--- src/design/rlf_pkg.sv ---
`timescale 1ns / 1ps
// rlf_pkg: shared types and constants for the rgb led fader
// no dependencies; used by every module of the block
package rlf_pkg;

   localparam int unsigned NUM_OUT_CH     = 3;
   localparam int unsigned CSR_INDEX_W    = 3;
   localparam int unsigned CSR_DATA_W     = 10;
   localparam int unsigned PERIOD_W       = 10;
   localparam int unsigned SCALED_W       = 9;
   localparam int unsigned GAIN_SHIFT     = 7 + 8;
   localparam logic [7:0]  MIN_ANIMATE_LEN = 8'd4;
   localparam logic [7:0]  GAIN_RESET      = 8'd255;
   localparam logic [9:0]  PERIOD_RESET    = 10'd600;

   localparam logic [1:0] REQ_TICK     = 2'd0;
   localparam logic [1:0] REQ_ANIMATE  = 2'd1;
   localparam logic [1:0] REQ_READ     = 2'd2;
   localparam logic [1:0] REQ_RESERVED = 2'd3;

   localparam logic [2:0] CSR_GAIN_RED       = 3'd0;
   localparam logic [2:0] CSR_GAIN_GREEN     = 3'd1;
   localparam logic [2:0] CSR_GAIN_BLUE      = 3'd2;
   localparam logic [2:0] CSR_COMMON_CATHODE = 3'd3;
   localparam logic [2:0] CSR_PWM_PERIOD     = 3'd4;

   typedef struct packed {
      logic [1:0] req_type;
      logic [7:0] target_red;
      logic [7:0] target_green;
      logic [7:0] target_blue;
      logic [7:0] fade_speed;
      logic [7:0] payload_len;
   } req_item_type;

   typedef struct packed {
      logic [9:0] duty_red;
      logic [9:0] duty_green;
      logic [9:0] duty_blue;
      logic [2:0] pwm_on;
      logic       timer_power_on;
      logic [7:0] level_red;
      logic [7:0] level_green;
      logic [7:0] level_blue;
   } rsp_item_type;

   typedef struct packed {
      logic tick;
      logic animate;
   } lane_ctrl_type;

   typedef struct packed {
      logic                common_cathode;
      logic [PERIOD_W-1:0] pwm_period;
   } pwm_cfg_type;

endpackage

--- src/design/rgb_led_fader_pwm.sv ---
`timescale 1ns / 1ps
// rgb_led_fader_pwm: three-channel led fader with pwm duty results
// depends on rlf_pkg, rlf_lane, rlf_merge
//
//   port group   dir   handshake          payload
//   req_         in    req_valid/ready    rlf_pkg::req_item_type
//   rsp_         out   rsp_valid/ready    rlf_pkg::rsp_item_type
//   csr_         in    csr_we             csr_index, csr_wdata
//
// one item per cycle unless the result side stalls; each result passes the lane state, then the result register
// channel state updates at the accepting edge, duties are formed from it when the pending item moves on
// one pending item plus the result register decouple the two sides
// synchronous reset clears fade state and restores register defaults
module rgb_led_fader_pwm #(
   parameter int unsigned CHANNELS = 3
) (
   input  logic                                clock,
   input  logic                                reset,
   input  logic                                req_valid,
   output logic                                req_ready,
   input  rlf_pkg::req_item_type               req_item,
   output logic                                rsp_valid,
   input  logic                                rsp_ready,
   output rlf_pkg::rsp_item_type               rsp_item,
   input  logic                                csr_we,
   input  logic [rlf_pkg::CSR_INDEX_W-1:0]     csr_index,
   input  logic [rlf_pkg::CSR_DATA_W-1:0]      csr_wdata
);

   logic [7:0]           gain_ff [rlf_pkg::NUM_OUT_CH];
   logic                 cc_ff;
   logic [9:0]           period_ff;

   logic                 accept;
   logic                 can_accept;
   rlf_pkg::lane_ctrl_type lane_ctrl;
   rlf_pkg::pwm_cfg_type pwm_cfg;
   logic [7:0]           targets [rlf_pkg::NUM_OUT_CH];
   logic [rlf_pkg::SCALED_W-1:0] lane_scaled [CHANNELS];
   logic [7:0]           lane_level [CHANNELS];
   logic [rlf_pkg::SCALED_W-1:0] out_scaled [rlf_pkg::NUM_OUT_CH];
   logic [7:0]           out_level [rlf_pkg::NUM_OUT_CH];

   always_ff @(posedge clock) begin
      if (reset) begin
         for (int i = 0; i < rlf_pkg::NUM_OUT_CH; i++) begin
            gain_ff[i] <= rlf_pkg::GAIN_RESET;
         end
         cc_ff     <= 1'b0;
         period_ff <= rlf_pkg::PERIOD_RESET;
      end else if (csr_we) begin
         case (csr_index)
            rlf_pkg::CSR_GAIN_RED:       gain_ff[0] <= csr_wdata[7:0];
            rlf_pkg::CSR_GAIN_GREEN:     gain_ff[1] <= csr_wdata[7:0];
            rlf_pkg::CSR_GAIN_BLUE:      gain_ff[2] <= csr_wdata[7:0];
            rlf_pkg::CSR_COMMON_CATHODE: cc_ff      <= csr_wdata[0];
            rlf_pkg::CSR_PWM_PERIOD:     period_ff  <= csr_wdata[9:0];
            default: ;
         endcase
      end
   end

   assign req_ready = can_accept;
   assign accept    = req_valid && can_accept;

   assign lane_ctrl.tick    = accept && (req_item.req_type == rlf_pkg::REQ_TICK);
   assign lane_ctrl.animate = accept && (req_item.req_type == rlf_pkg::REQ_ANIMATE)
                              && (req_item.payload_len >= rlf_pkg::MIN_ANIMATE_LEN);

   assign pwm_cfg.common_cathode = cc_ff;
   assign pwm_cfg.pwm_period     = period_ff;

   assign targets[0] = req_item.target_red;
   assign targets[1] = req_item.target_green;
   assign targets[2] = req_item.target_blue;

   for (genvar i = 0; i < CHANNELS; i++) begin : g_lane
      if (i < rlf_pkg::NUM_OUT_CH) begin : g_colour
         rlf_lane u_lane (
            .clock  (clock),
            .reset  (reset),
            .ctrl   (lane_ctrl),
            .target (targets[i]),
            .speed  (req_item.fade_speed),
            .gain   (gain_ff[i]),
            .level  (lane_level[i]),
            .scaled (lane_scaled[i])
         );
      end else begin : g_spare
         rlf_lane u_lane (
            .clock  (clock),
            .reset  (reset),
            .ctrl   (lane_ctrl),
            .target (8'd0),
            .speed  (req_item.fade_speed),
            .gain   (8'd0),
            .level  (lane_level[i]),
            .scaled (lane_scaled[i])
         );
      end
   end

   for (genvar i = 0; i < rlf_pkg::NUM_OUT_CH; i++) begin : g_out
      if (i < CHANNELS) begin : g_used
         assign out_scaled[i] = lane_scaled[i];
         assign out_level[i]  = lane_level[i];
      end else begin : g_absent
         assign out_scaled[i] = '0;
         assign out_level[i]  = '0;
      end
   end

   rlf_merge u_merge (
      .clock      (clock),
      .reset      (reset),
      .accept     (accept),
      .can_accept (can_accept),
      .cfg        (pwm_cfg),
      .scaled     (out_scaled),
      .level      (out_level),
      .rsp_valid  (rsp_valid),
      .rsp_ready  (rsp_ready),
      .rsp_item   (rsp_item)
   );

endmodule

--- src/design/rlf_lane.sv ---
`timescale 1ns / 1ps
// rlf_lane: one colour channel - brightness, fade step and target, plus gain scaling
// depends on rlf_pkg
module rlf_lane (
   input  logic                  clock,
   input  logic                  reset,
   input  rlf_pkg::lane_ctrl_type ctrl,
   input  logic [7:0]            target,
   input  logic [7:0]            speed,
   input  logic [7:0]            gain,
   output logic [7:0]            level,
   output logic [rlf_pkg::SCALED_W-1:0] scaled
);

   logic [15:0]        bright_ff, bright_in;
   logic signed [15:0] step_ff, step_in;
   logic [7:0]         target_ff, target_in;

   logic signed [17:0] sum_v;
   logic signed [9:0]  sum_hi;
   logic signed [9:0]  tgt_s;
   logic               snap;
   logic signed [16:0] diff;
   logic signed [25:0] prod;
   logic signed [25:0] half;
   logic signed [15:0] step_sat;
   logic [23:0]        scaled_prod;

   always_comb begin
      sum_v  = $signed({2'b00, bright_ff}) + $signed({{2{step_ff[15]}}, step_ff});
      sum_hi = sum_v[17:8];
      tgt_s  = $signed({2'b00, target_ff});
      snap   = (step_ff == 16'sd0)
             || (step_ff < 16'sd0 && (sum_v < 18'sd0 || sum_hi < tgt_s))
             || (step_ff > 16'sd0 && sum_v >= 18'sd0 && sum_hi > tgt_s);

      diff = $signed({1'b0, target, 8'h00}) - $signed({1'b0, bright_ff});
      prod = diff * $signed({1'b0, speed});
      half = prod >>> 1;
      if (half > 26'sd32767) begin
         step_sat = 16'sh7fff;
      end else if (half < -26'sd32768) begin
         step_sat = 16'sh8000;
      end else begin
         step_sat = half[15:0];
      end

      bright_in = bright_ff;
      step_in   = step_ff;
      target_in = target_ff;
      if (ctrl.tick) begin
         if (snap) begin
            step_in   = 16'sd0;
            bright_in = {target_ff, 8'h00};
         end else begin
            bright_in = sum_v[15:0];
         end
      end else if (ctrl.animate) begin
         target_in = target;
         step_in   = step_sat;
      end
   end

   always_ff @(posedge clock) begin
      if (reset) begin
         bright_ff <= '0;
         step_ff   <= '0;
         target_ff <= '0;
      end else begin
         bright_ff <= bright_in;
         step_ff   <= step_in;
         target_ff <= target_in;
      end
   end

   assign scaled_prod = bright_ff * gain;
   assign scaled      = scaled_prod[rlf_pkg::GAIN_SHIFT +: rlf_pkg::SCALED_W];
   assign level       = bright_ff[15:8];

endmodule

--- src/design/rlf_merge.sv ---
`timescale 1ns / 1ps
// rlf_merge: makes pwm duties and flags from scaled lanes, holds the result register
// depends on rlf_pkg
module rlf_merge (
   input  logic                        clock,
   input  logic                        reset,
   input  logic                        accept,
   output logic                        can_accept,
   input  rlf_pkg::pwm_cfg_type        cfg,
   input  logic [rlf_pkg::SCALED_W-1:0] scaled [rlf_pkg::NUM_OUT_CH],
   input  logic [7:0]                  level  [rlf_pkg::NUM_OUT_CH],
   output logic                        rsp_valid,
   input  logic                        rsp_ready,
   output rlf_pkg::rsp_item_type       rsp_item
);

   logic                  pend_valid_ff, pend_valid_in;
   logic                  rsp_valid_ff, rsp_valid_in;
   rlf_pkg::rsp_item_type rsp_item_ff, rsp_item_in;
   logic                  pend_move;
   logic [9:0]            duty [rlf_pkg::NUM_OUT_CH];
   logic [2:0]            on_bits;
   logic [9:0]            c10;

   assign pend_move  = pend_valid_ff && (!rsp_valid_ff || rsp_ready);
   assign can_accept = !pend_valid_ff || pend_move;

   always_comb begin
      on_bits = '0;
      c10     = '0;
      for (int i = 0; i < rlf_pkg::NUM_OUT_CH; i++) begin
         c10     = {1'b0, scaled[i]};
         duty[i] = '0;
         if (c10 != 10'd0) begin
            on_bits[i] = 1'b1;
            if (cfg.common_cathode) begin
               if (cfg.pwm_period == 10'd0) begin
                  duty[i] = '0;
               end else if (c10 >= cfg.pwm_period) begin
                  duty[i] = cfg.pwm_period - 10'd1;
               end else begin
                  duty[i] = c10;
               end
            end else begin
               duty[i] = (c10 >= cfg.pwm_period) ? 10'd0 : cfg.pwm_period - c10;
            end
         end
      end

      rsp_item_in                = rsp_item_ff;
      if (pend_move) begin
         rsp_item_in.duty_red       = duty[0];
         rsp_item_in.duty_green     = duty[1];
         rsp_item_in.duty_blue      = duty[2];
         rsp_item_in.pwm_on         = on_bits;
         rsp_item_in.timer_power_on = |on_bits;
         rsp_item_in.level_red      = level[0];
         rsp_item_in.level_green    = level[1];
         rsp_item_in.level_blue     = level[2];
      end

      pend_valid_in = accept ? 1'b1 : (pend_move ? 1'b0 : pend_valid_ff);
      rsp_valid_in  = pend_move ? 1'b1 : (rsp_ready ? 1'b0 : rsp_valid_ff);
   end

   always_ff @(posedge clock) begin
      if (reset) begin
         pend_valid_ff <= 1'b0;
         rsp_valid_ff  <= 1'b0;
      end else begin
         pend_valid_ff <= pend_valid_in;
         rsp_valid_ff  <= rsp_valid_in;
      end
   end

   always_ff @(posedge clock) begin
      rsp_item_ff <= rsp_item_in;
   end

   assign rsp_valid = rsp_valid_ff;
   assign rsp_item  = rsp_item_ff;

endmodule
--- config.mk ---
export PLATFORM = sky130hd
export DESIGN_NAME = rgb_led_fader_pwm
export DESIGN_NICKNAME = d
export VERILOG_FILES = /design/src/design/rlf_pkg.sv /design/src/design/rgb_led_fader_pwm.sv /design/src/design/rlf_lane.sv /design/src/design/rlf_merge.sv
export SDC_FILE = /design/constraint.sdc
export NUM_CORES = 2
export LEC_CHECK = 0
export BUFFER_PORTS_ARGS = -buffer_cell sky130_fd_sc_hd__buf_2
export CAP_MARGIN = 0
export CORE_ASPECT_RATIO = 0.7
export CORE_MARGIN = 4
export CORE_UTILIZATION = 28
export CTS_BUF_LIST = sky130_fd_sc_hd__clkbuf_4 sky130_fd_sc_hd__clkbuf_8
export DETAILED_ROUTE_END_ITERATION = 7
export GPL_ROUTABILITY_DRIVEN = 1
export SYNTH_ARGS = -nofsm -noshare
export SYNTH_HDL_FRONTEND = slang
export SYNTH_SLANG_ARGS = --single-unit
--- constraint.sdc ---
create_clock -name clock -period 11.5 [get_ports clock]
set_input_delay 1.725 -clock clock [delete_from_list [all_inputs] [get_ports clock]]
set_output_delay 1.725 -clock clock [all_outputs]
set_load 0.01 [all_outputs]
==> results.sh <==
export IMPL_status="completed"
export IMPL_synth_most_common_cell="inv_1"
export IMPL_timing_rr_start="g_lane[2].g_colour.u_lane.bright_ff[2]"
export IMPL_arrival_ns=9.55
export IMPL_synth_largest_area_cell="fa_1"
export IMPL_n_fill_cell=15300
export IMPL_cts_max_level=2
export IMPL_clockBufferDepth=3
export IMPL_io_pins=120
export IMPL_postRouteWirelength_um=110000
export IMPL_min_period_over_period_pct=79.2
export IMPL_path_clk_slew_ns=0.07
export IMPL_crit_required_ns=11.94
export IMPL_hp_start="g_lane[2].g_colour.u_lane.target_ff[4]"
export IMPL_dr_pass1_iters=5
export IMPL_pre_cts_ws_ns=1.83
export IMPL_synth_cell_types=92
export IMPL_slowest_delay_ns=0.81
export IMPL_cp_end_kind="flip-flop"
export IMPL_ys_warn_count=0
export IMPL_ys_ff_latch=215
export IMPL_wire_per_inst_um=16.1
export IMPL_cp_slowest_cell="o41ai_4"
export IMPL_area_delta_synth_final_pct=8.37
export IMPL_syn_area_per_cell_um2=8.46
export IMPL_synth_area_leaders="fa_1 (28%), ha_1 (13%), inv_1 (7.4%)"
export IMPL_hold_path_class="flip-flop to flip-flop"
export IMPL_postCtsHoldBufs=0
export IMPL_rows=117
export IMPL_place_hpwl_um=87000
export IMPL_path_class="primary input to flip-flop"
export IMPL_grt_pass1_wl_um=183000
export IMPL_stdcell_area_mm2=0.0444
export IMPL_p_leak_nw=20.3
export IMPL_place_gp_congestion=0.910
export IMPL_synthFlopType="dfxtp_1"
export IMPL_syn_area_mm2=0.0410
export IMPL_yosysSeqAreaShare_pct=12.5
export IMPL_rsz0062_at_grt="no"
export IMPL_nNetsFinal=5886
export IMPL_place_area_mm2=0.0435
export IMPL_initial_utilization_pct=28.2
export IMPL_regArea_mm2=0.00512
export IMPL_synth_edf_count=82
export IMPL_critical_path_top_delay_family="compound AO/OA/AOI/OAI gates"
export IMPL_portBuffers=117
export IMPL_synthCells=4841
export IMPL_yosysTopAreaCellShare_pct=28.1
export IMPL_clockRootBuffer="clkbuf_8"
export IMPL_ant_nets=0
export IMPL_dieArea_mm2=0.153
export IMPL_grt_max_degree=70
export IMPL_synthArstFlopShare_pct=0
export IMPL_core_mm2=0.145
export IMPL_drtIter0Drc=2047
export IMPL_cap_viol_max_count=0
export IMPL_drive_gt1_share_pct=5.35
export IMPL_hold_viol=0
export IMPL_gr_total_overflow=0
export IMPL_tritoncts="done"
export IMPL_cp_max_fo=15
export IMPL_startpoint_type="primary input"
export IMPL_multi_input_area_mm2=0.0321
export IMPL_cts_resized=0
export IMPL_vias=33200
export IMPL_clock_sinks=215
export IMPL_finalClockSkew_ns=0.0346
export IMPL_post_route_drc_count=0
export IMPL_max_freq_mhz=110
export IMPL_dieHeight_um=328
export IMPL_chipWidth_um=465
export IMPL_grt_pass1_vias=33800
export IMPL_slew_viol_final=0
export IMPL_cts_setup_buffers=0
export IMPL_antenna_found_initial=21
export IMPL_grt_usage_pct=14.5
export IMPL_pwr_density_cell_mw_per_mm2=262
export IMPL_worst_pin_slew_ns=1.15
export IMPL_cts_buffers=36
export IMPL_worst_ir_drop_vdd_v=0.000329
export IMPL_synth_nets=5895
export IMPL_utilization_pct=30.5
export IMPL_tns_ns=0
export IMPL_cp_num_buf_inv=4
export IMPL_yosys_top_cells_count="inv_1 (809), nand2_1 (613), fa_1 (576)"
export IMPL_insertion_delay_ns=0.62
export IMPL_post_drt_via_cell_ratio=4.86
export IMPL_slew_headroom_pct=22.4
export IMPL_min_period_ns=9.11
export IMPL_cp_common_cell="fa_1"
export IMPL_setup_slack_ns=2.39
export IMPL_critPathLaunch="req_item[32]"
export IMPL_setup_violations=0
-- final timing paths --
path | to | slack (ns) | depth (start not counted)
worst max-delay path | g_lane[0].g_colour.u_lane.step_ff[4] | 2.39 | 27
worst max register to register | g_lane[2].g_colour.u_lane.step_ff[1] | 2.44 | 25
worst min register to register | g_lane[2].g_colour.u_lane.target_ff[4] | 0.46 | 2
worst min-delay path | g_lane[2].g_colour.u_lane.target_ff[4] | 0.46 | 2
-- report_power, final --
group	switching, mW	total (mW)	leakage (nW)	internal, mW
sequential	0.138	1.06	1.87	0.924
combinational	5.87	9.68	18.0	3.81
clock	0.387	0.882	0.448	0.496
-- cell usage in the layout, fill, tap and decap left out, types with 40 or more instances in the layout --
| cell type | n |
|---|---|
| dfxtp_1 | 133 |
| and2_1 | 438 |
| nor2_1 | 175 |
| a21oi_1 | 227 |
| buf_2 | 116 |
| xnor2_1 | 116 |
| fa_1 | 576 |
| inv_1 | 809 |
| nand3_1 | 79 |
| o21ai_0 | 147 |
| nand2_1 | 613 |
| nor3_1 | 69 |
| edfxtp_1 | 82 |
| o211ai_1 | 40 |
| xor2_1 | 63 |
| nor2b_1 | 40 |
| a21o_1 | 62 |
| ha_1 | 418 |
-- metrics by stage --
stage,power [mW],hold WS [ns],std cells
finish,11.6,0.460,6828
detailed placement,10.7,0.452,6757
floorplan,8.58,0.432,4841
global placement,10.5,0.446,6757
global route,13.1,0.488,6824
CTS,11.6,0.461,6823
-- state kept, by name, indices dropped and copies added, names as in the netlist --
register                          flops
g_lane.g_colour.u_lane.bright_ff     48
u_merge.pend_valid_ff                 1
u_merge.rsp_item                     58
g_lane.g_colour.u_lane.step_ff       48
g_lane.g_colour.u_lane.target_ff     24
cc_ff                                 1
gain_ff                              24
u_merge.rsp_valid                     1
period_ff                            10
-- routing by layer --
layer  GRT usage [%]  routed length [um]
met2            22.4               46800
met3            2.07                6570
met5               0                  13
met4            2.21                1940
met1            21.8               54700
-- cell families after synthesis --
group | after synthesis | synth area share, %
AND/OR/NAND/NOR | 1639 | 20.0
buffers and inverters | 999 | 9.20
XOR/XNOR | 181 | 3.94
adder cells (fa/ha/maj) | 994 | 40.9
flip-flops | 215 | 12.5
AO/OA/AOI/OAI | 788 | 12.8
multiplexers | 25 | 0.611
-- final cells by class --
class,count,share of cell area [%]
Clock buffer,44,1.29
Multi-Input combinational cell,3627,72.3
Antenna cell,5,0.0282
Sequential cell,215,11.5
Inverter,809,6.84
Clock inverter,22,0.688
Tap cell,1963,5.53
Timing Repair Buffer,143,1.76
-- worst min-delay path, delay by kind of cell, from the launching register on --
kind	cells	cell delay (ns)
flip-flops	1	0.31
AND/OR/NAND/NOR	1	0.05
AO/OA/AOI/OAI	1	0.05
(Power assumes the default switching activity.)
